--- src/hw/rtl/vq_nearest_codeword_encoder_top_assert.svh ---
// assertion macros used by the encoder top
`ifndef VQ_NEAREST_CODEWORD_ENCODER_TOP_ASSERT_SVH
`define VQ_NEAREST_CODEWORD_ENCODER_TOP_ASSERT_SVH

`ifndef SYNTH
`define VQE_ASSERT_SAME(label, clk, rst_n, ante, cons) \
    label: assert property (@(posedge clk) disable iff (!(rst_n)) (ante) |-> (cons)) \
        else $error("vqe assertion failed");
`define VQE_ASSERT_NEXT(label, clk, rst_n, ante, cons) \
    label: assert property (@(posedge clk) disable iff (!(rst_n)) (ante) |=> (cons)) \
        else $error("vqe assertion failed");
`else
`define VQE_ASSERT_SAME(label, clk, rst_n, ante, cons)
`define VQE_ASSERT_NEXT(label, clk, rst_n, ante, cons)
`endif

`endif

--- src/hw/rtl/vqe_pkg.sv ---
package vqe_pkg;

    localparam int MAX_CENTROIDS = 32;
    localparam int VECTOR_LEN    = 25;

    localparam int DATA_W  = 16;
    localparam int PIX_W   = 8;
    localparam int FRAC_W  = 8;
    localparam int CIDX_W  = 5;
    localparam int KIDX_W  = 5;
    localparam int CFG_W   = 6;
    localparam int SUM_W   = 40;
    localparam int SQ_W    = 32;

    localparam int IDX_W  = (MAX_CENTROIDS > 1) ? $clog2(MAX_CENTROIDS) : 1;
    localparam int CNT_W  = $clog2(MAX_CENTROIDS + 1);
    localparam int ADDR_W = (VECTOR_LEN > 1) ? $clog2(VECTOR_LEN) : 1;
    localparam int POS_W  = $clog2(VECTOR_LEN + 1);

    localparam int ACTIVE_RESET = 32;

    localparam logic [SUM_W-1:0] SUM_MAX = {SUM_W{1'b1}};

    localparam logic FUNC_LOAD  = 1'b0;
    localparam logic FUNC_PIXEL = 1'b1;

    // one item travelling down the cell row
    typedef struct packed {
        logic              vld;
        logic              load;
        logic              wr;
        logic [CIDX_W-1:0] cidx;
        logic [ADDR_W-1:0] addr;
        logic [DATA_W-1:0] data;
        logic              acc;
        logic              last;
        logic              best_vld;
        logic [SUM_W-1:0]  best_sum;
        logic [IDX_W-1:0]  best_idx;
    } t_tok;

    // codeword readout request, same to every cell
    typedef struct packed {
        logic              en;
        logic [ADDR_W-1:0] addr;
    } t_rd;

    typedef enum logic [1:0] {
        S_IDLE,
        S_DRAIN,
        S_READ,
        S_SHOW
    } t_state;

endpackage

--- src/hw/rtl/vqe_ram.sv ---
module vqe_ram #(
    parameter int WIDTH = 16,
    parameter int DEPTH = 25
) (
    input  logic                                      i_clk,
    input  logic                                      i_we,
    input  logic [((DEPTH > 1) ? $clog2(DEPTH) : 1)-1:0] i_addr,
    input  logic [WIDTH-1:0]                          i_wdata,
    output logic [WIDTH-1:0]                          o_rdata
);

    logic [WIDTH-1:0] r_mem [DEPTH];
    logic [WIDTH-1:0] r_rdata;

    always_ff @(posedge i_clk) begin
        if (i_we) begin
            r_mem[i_addr] <= i_wdata;
        end
        r_rdata <= r_mem[i_addr];
    end

    assign o_rdata = r_rdata;

endmodule

--- src/hw/rtl/vqe_cell.sv ---
module vqe_cell (
    input  logic                         i_clk,
    input  logic                         i_rst_n,
    input  logic [vqe_pkg::IDX_W-1:0]    i_cell_idx,
    input  logic [vqe_pkg::CNT_W-1:0]    i_active,
    input  vqe_pkg::t_rd                 i_rd,
    input  vqe_pkg::t_tok                i_tok,
    output vqe_pkg::t_tok                o_tok,
    output logic [vqe_pkg::DATA_W-1:0]   o_rdata
);

    logic                              ram_we;
    logic [vqe_pkg::ADDR_W-1:0]        ram_addr;
    logic [vqe_pkg::DATA_W-1:0]        ram_rdata;

    vqe_pkg::t_tok                     r_tok_b;
    vqe_pkg::t_tok                     r_tok_c;
    vqe_pkg::t_tok                     r_tok_o;
    vqe_pkg::t_tok                     n_tok_o;

    logic signed [vqe_pkg::DATA_W:0]     diff;
    logic signed [2*vqe_pkg::DATA_W+1:0] prod;
    logic [vqe_pkg::SQ_W-1:0]            r_sq;

    logic [vqe_pkg::SUM_W-1:0]         r_sum;
    logic [vqe_pkg::SUM_W-1:0]         n_sum;
    logic [vqe_pkg::SUM_W:0]           sum_add;
    logic [vqe_pkg::SUM_W-1:0]         sum_acc;
    logic [vqe_pkg::SUM_W-1:0]         sum_fin;
    logic                              is_pix;
    logic                              in_search;

    // stage a: codeword write or read for the item at this cell
    assign ram_we = i_tok.vld && i_tok.load && i_tok.wr && !i_rd.en
                    && (int'(i_tok.cidx) == int'(i_cell_idx));
    assign ram_addr = i_rd.en ? i_rd.addr : i_tok.addr;

    vqe_ram #(
        .WIDTH (vqe_pkg::DATA_W),
        .DEPTH (vqe_pkg::VECTOR_LEN)
    ) u_ram (
        .i_clk   (i_clk),
        .i_we    (ram_we),
        .i_addr  (ram_addr),
        .i_wdata (i_tok.data),
        .o_rdata (ram_rdata)
    );

    // stage b: squared difference
    assign diff = $signed({1'b0, r_tok_b.data}) - $signed({1'b0, ram_rdata});
    assign prod = diff * diff;

    // stage c: saturating accumulate, compare on the last pixel
    always_comb begin
        sum_add   = {1'b0, r_sum} + (vqe_pkg::SUM_W + 1)'(r_sq);
        sum_acc   = sum_add[vqe_pkg::SUM_W] ? vqe_pkg::SUM_MAX
                                            : sum_add[vqe_pkg::SUM_W-1:0];
        is_pix    = r_tok_c.vld && !r_tok_c.load;
        sum_fin   = (is_pix && r_tok_c.acc) ? sum_acc : r_sum;
        n_sum     = (is_pix && r_tok_c.last) ? '0 : sum_fin;
        in_search = vqe_pkg::CNT_W'(i_cell_idx) < i_active;
        n_tok_o   = r_tok_c;
        if (is_pix && r_tok_c.last && in_search
            && (!r_tok_c.best_vld || (sum_fin < r_tok_c.best_sum))) begin
            n_tok_o.best_vld = 1'b1;
            n_tok_o.best_sum = sum_fin;
            n_tok_o.best_idx = i_cell_idx;
        end
    end

    always_ff @(posedge i_clk) begin
        if (!i_rst_n) begin
            r_tok_b <= '0;
            r_tok_c <= '0;
            r_tok_o <= '0;
            r_sum   <= '0;
        end else begin
            r_tok_b <= i_tok;
            r_tok_c <= r_tok_b;
            r_tok_o <= n_tok_o;
            r_sum   <= n_sum;
        end
    end

    always_ff @(posedge i_clk) begin
        r_sq <= vqe_pkg::SQ_W'(prod);
    end

    assign o_tok   = r_tok_o;
    assign o_rdata = ram_rdata;

endmodule
--- config.mk ---
export PLATFORM = sky130hd
export DESIGN_NAME = vqe_cell
export DESIGN_NICKNAME = d
export VERILOG_FILES = /design/src/hw/rtl/vq_nearest_codeword_encoder_top_assert.svh /design/src/hw/rtl/vqe_pkg.sv /design/src/hw/rtl/vqe_ram.sv /design/src/hw/rtl/vqe_cell.sv
export SDC_FILE = /design/constraint.sdc
export NUM_CORES = 2
export LEC_CHECK = 0
export ABC_AREA = 1
export ABC_CLOCK_PERIOD_IN_PS = 9400
export BUFFER_PORTS_ARGS = -buffer_cell sky130_fd_sc_hd__buf_4
export CAP_MARGIN = 5
export CORE_MARGIN = 1.5
export CORE_UTILIZATION = 46
export CTS_CLUSTER_DIAMETER = 80
export DETAILED_ROUTE_END_ITERATION = 10
export SYNTH_ARGS = -nofsm -noshare
export SYNTH_HDL_FRONTEND = slang
export SYNTH_SLANG_ARGS = --single-unit
--- constraint.sdc ---
create_clock -name i_clk -period 9.4 [get_ports i_clk]
set_clock_uncertainty 0.2 [all_clocks]
set_input_delay 0.94 -clock i_clk [delete_from_list [all_inputs] [get_ports i_clk]]
set_output_delay 0.94 -clock i_clk [all_outputs]
set_load 0.05 [all_outputs]
# == Yosys cells after proc, flatten, opt, wreduce, memory -nomap -nowiden ==
# Memory sizes are Yosys's and may differ from the RTL's. A register that Yosys moved wholly into a read port is not among the register bits.
# Cells that the tools add are included.
# classes
n_addsub,2
multipliers,1
order_cmp,2
n_eq_ne,1
muxes,6
n_bitwise,1
reduce_logical,14
# op_table
operator,n
two-way mux 40 bit,2
two-way mux 46 bit,1
adder 40 x 32 -> 41 bit,1
< comparator 40 bit,1
multiplier 17 x 17 -> 32 bit,1
subtractor 16 x 16 -> 17 bit,1
logical AND 1 bit,9
< comparator 5 x 6 -> 1 bit,1
== test 5 bit,1
two-way mux 5 bit,1
logical NOT 1 bit,3
two-way mux 1 bit,2
OR reduction 2 bit,1
logical OR 1 bit,1
inverter 1 bit,1
# totals
ff_bits,303
mem_bits_rw,400
inputBits,96
n_memories,1
# mem_list
name,words,width,read_ports,rd_ports_with_merged_regs,write_ports,line,text
u_ram.r_mem,25,16,1,1,1,vqe_ram.sv:12,logic [WIDTH-1:0] r_mem [DEPTH];

# == Logic depth before layout (Yosys ltp) ==
# depth
ltp_word,8
mapped_depth,45
mapped_depth_nobuf,44

# == By module ==
# A second synthesis with hierarchy kept.
# unflattened
hier_cells,4345
area_unflattened_um2,38927.3
# by_module_without_submodules
module,n_inst,cells_each,area_per_inst_um2,seq_area_each_um2
vqe_cell,1,2763,22102.4,6045.8
vqe_ram,1,1582,16824.9,12331.8

# == Worst setup path before layout ==
# OpenSTA, ideal clock, no wires.
# synth_path
path_kind,flip-flop to flip-flop
start,"reg u_ram.r_rdata[0] (netlist: u_ram.o_rdata[0]), read port of u_ram.r_mem"
end,reg r_sq[30] (netlist name)
setup_time_ns,0.121
arrival_ns,7.651
path_slack_ns,1.428
stages_incl_launch_ff,41
path_cell_list,dfxtp_1 > ha_1 > fa_1 > inv_1 > nand2_1 > nand2_1 > a21oi_1 > o21ai_1 > nand2_1 > nand2_1 > a21oi_2 > o21bai_1 > nand2_1 > inv_1 > a31oi_1 > inv_1 > clkbuf_1 > nor2_1 > (+5 left out) > fa_1 > fa_1 > inv_1 > fa_1 > inv_1 > ha_1 > nand2_1 > nor4_1 > nand3_1 > nand3_1 > nand3_1 > nand2_1 > nand2_1 > inv_1 > nor2_1 > nor2_1 > nor2_1 > xor2_1
# synth_between
elab_chain_len,2
# synth_lines
item,line,text
from (decl),vqe_ram.sv:13,logic [WIDTH-1:0] r_rdata;
subtractor 16 x 16 -> 17 bit,vqe_cell.sv:50,"assign diff = $signed({1'b0, r_tok_b.data}) - $signed({1'b0, ram_rdata});"
multiplier 17 x 17 -> 32 bit,vqe_cell.sv:51,assign prod = diff * diff;
"named net prod, one bit",vqe_cell.sv:22,logic signed [2*vqe_pkg::DATA_W+1:0] prod;
to (signal assigned),vqe_cell.sv:86,r_sq <= vqe_pkg::SQ_W'(prod);
to (decl),vqe_cell.sv:23,logic [vqe_pkg::SQ_W-1:0] r_sq;
# The timed path passes the listed nets, and every way through them passes these cells.
# A chain may end at the register's enable or synchronous reset.

# == Worst setup path in the final report ==
# Same ends and word-level chain as after synthesis.

==> metrics.csv <==
metric,value,unit
yosysSeqAreaShare,49.2,%
r2r_setup_slack,0.88,ns
hold_path_class,flip-flop to flip-flop,
grt_pass1_wl,145000,um
cts_tree,yes,
max_freq,117,MHz
tightest_slew,1.03,ns
wl_met2,47300,um
routabilityCongestion,0.893,
via_per_inst,5.05,
port_buffers,188,
cts_root_buf,clkbuf_16,
grt_overflow_total,0,
slew_headroom,31.5,%
antenna-diode-count,0,
critical_path_required,9.69,ns
maxCapViolCount,0,
path_class,flip-flop to flip-flop,
synth_edf_count,400,
htree_levels,3,
cts_inserted_buffers,74,
ios,189,
synthesis.nets,4239,
drtPass1Iterations,6,
top_layer_used,met4,
met1_length,38800,um
routed_wl,94400,um
grt_start_max_net_pins,109,
cp-endpoint,r_sq[30],
clk_latency,0.63,ns
async_flop_share,0,%
synth-xor-area-share,1.92,%
crit_fanout,11,
min_period,8.52,ns
synth-seq-cells,718,
synthAdderAreaFrac,19.5,%
critPathMaxStageDelay,0.82,ns
startpoint_type,flip-flop,
vias,25500,
slew_viol_final,0,
startpoint,u_ram.o_rdata[0],
syn_to_final_growth,14.4,%
r2r_end,r_sq[30],
tns,0,ns
track_usage,23.0,%
first_global_vias,25400,
fp.coreArea,80400,um2
cp_data_arrival_time,8.81,ns
ff2ff_path_depth,40,
setup_viol,0,
synth_warnings,0,
r2r_start,u_ram.o_rdata[0],
cts_hold_buf,0,
rsz0062_at_grt,no,
initial_utilization,46.4,%
clockBufferDepth,3,
layout.nets,4454,
num_rows,104,
routedWlPerCell,18.7,um
synthCells,3715,
yosys.area_share.simple,12.4,%
crit_family,adder cells,
die_area,82800,um2
syn_avg_cell_area,10.0,um2
place_hpwl,67000,um
ant_nets,0,
cts.clk_slew.worst_paths,0.06,ns
synth_cell_types,54,
worstSetupEndpointType,flip-flop,
wl_met3,5650,um
crit_cells,40,
syn_area,37300,um2
drt_iter0_drc,1769,
chipWidth,288,um
cp_slowest_cell,fa_1,
drc,0,
finalCritPeriodShare,90.6,%
cp_num_buf_inv,9,
drive_gt1_share,10.4,%
antenna_found_initial,0,
cts.sinks,718,
synth-main-ff-cell,edfxtp_1,
ctsResizeCount,0,
die_y,288,um
muxShareOfSynthArea,0.0268,%
status,finished clean,
post-cts-setup-buffers,0,
hold_viol,0,
synth_compound_gate_area_share,8.05,%
synth_top_family_by_area,adder cells,
-- sequential cells by signal, summed over array words and instances, names as in the netlist --
register / flops
r_tok_b: 77
n_tok_o: 31
o_tok: 77
r_sum: 40
r_sq: 31
r_tok_c: 46
u_ram.r_mem: 400
u_ram.o_rdata: 16
-- area by class of cell --
class	instances	area (um2)
clock buffers	105	2090
clock inverters	33	448
fillers	7279	37700
inverters	759	2850
multi-input cells	2126	15700
flip-flops and latches	718	18400
well taps	1060	1330
repair buffers	251	1890
-- cells in the mapped netlist (3+ instances only) --
cell | n | area [um2]
a211oi_1 | 5 | 37.5
a21o_1 | 10 | 75.1
a21oi_1 | 158 | 791
a221oi_1 | 17 | 149
a22oi_1 | 160 | 1200
a31oi_1 | 13 | 81.3
buf_1 | 6 | 22.5
buf_2 | 17 | 85.1
buf_6 | 3 | 33.8
clkbuf_1 | 84 | 315
clkinv_1 | 9 | 33.8
dfxtp_1 | 318 | 6370
edfxtp_1 | 400 | 12000
fa_1 | 256 | 5120
ha_1 | 172 | 2150
inv_1 | 746 | 2800
inv_2 | 4 | 15.0
nand2_1 | 685 | 2570
nand2_2 | 4 | 25.0
nand3_1 | 59 | 295
nand4_1 | 30 | 188
nor2_1 | 301 | 1130
nor3_1 | 30 | 150
nor4_1 | 8 | 50.1
o211ai_1 | 5 | 37.5
o21a_1 | 6 | 45.0
o21ai_0 | 58 | 290
o21ai_1 | 9 | 45.0
o21bai_1 | 8 | 60.1
o221ai_1 | 5 | 43.8
o22ai_1 | 14 | 87.6
or2_1 | 3 | 18.8
or2_2 | 10 | 62.6
xnor2_1 | 31 | 272
xor2_1 | 47 | 412
-- worst min-delay path, cell delays in order (launching register included) --
cell,delay (ns)
dfxtp_1,0.31
nand2_1,0.05
inv_1,0.04
-- cells by family after synthesis --
group,Yosys count
multiplexers,1
buffers and inverters,871
XOR/XNOR,80
AND/OR/NAND/NOR,1142
adder cells (fa/ha/maj),428
flip-flops,718
AO/OA/AOI/OAI,475
-- cells in the final DEF (no fill, tap or decap), types with 6 or more instances in the layout --
| master | count |
|---|---|
| a22oi_1 | 160 |
| o21a_1 | 6 |
| dfxtp_1 | 318 |
| clkinv_1 | 10 |
| ha_1 | 172 |
| a21oi_1 | 158 |
| o21ai_0 | 58 |
| clkbuf_8 | 13 |
| buf_4 | 250 |
| o21bai_1 | 8 |
| a31oi_1 | 13 |
| clkinv_2 | 13 |
| o21ai_1 | 9 |
| nand2_1 | 685 |
| bufinv_16 | 6 |
| nor4_1 | 8 |
| nand3_1 | 59 |
| or2_2 | 10 |
| inv_1 | 746 |
| edfxtp_1 | 400 |
| nor3_1 | 27 |
| xnor2_1 | 31 |
| clkbuf_16 | 74 |
| nand4_1 | 30 |
| o22ai_1 | 14 |
| clkbuf_1 | 18 |
| xor2_1 | 47 |
| a221oi_1 | 17 |
| nor2_1 | 287 |
| fa_1 | 256 |
| nor2_2 | 10 |
| a21o_1 | 10 |
-- layer usage --
layer | up-vias | global-route usage, %
met4 | 0 | 6.82
met3 | 165 | 3.76
met5 | - | 0
met1 | 12300 | 29.2
li1 | 12300 | -
met2 | 701 | 40.1
-- how the worst min path moves through the flow --
stage | from | end | slack [ns] | cells past startpoint
finish | n_tok_o[63] | o_tok[63] | 0.19 | 2
global route | r_tok_b[33] | r_tok_c[33] | 0.23 | 2
CTS | n_tok_o[63] | o_tok[63] | 0.20 | 2
detailed placement | r_tok_b[10] | r_tok_c[10] | 0.20 | 2
global placement | r_tok_b[69] | n_tok_o[69] | 0.19 | 2
floorplan | r_tok_b[46] | n_tok_o[46] | 0.19 | 2
-- per-stage QoR --
step | hold WS [ns] | std cells | utilization (%) | setup slack [ns] | instance area [um2]
2_1_floorplan | 0.190 | 3715 | - | 1.43 | 37300
3_3_place_gp | 0.192 | 4914 | 49.9 | 1.01 | 40100
3_5_place_dp | 0.197 | 4914 | 49.9 | 0.943 | 40100
4_1_cts | 0.200 | 5052 | 53.1 | 0.878 | 42700
5_1_grt | 0.226 | 5052 | 53.1 | 0.171 | 42700
6_report | 0.192 | 5052 | 53.1 | 0.882 | 42700
Power is left out: the tool's default activity adds up to more than one toggle a clock period on the data nets, which glitch-free logic cannot reach.
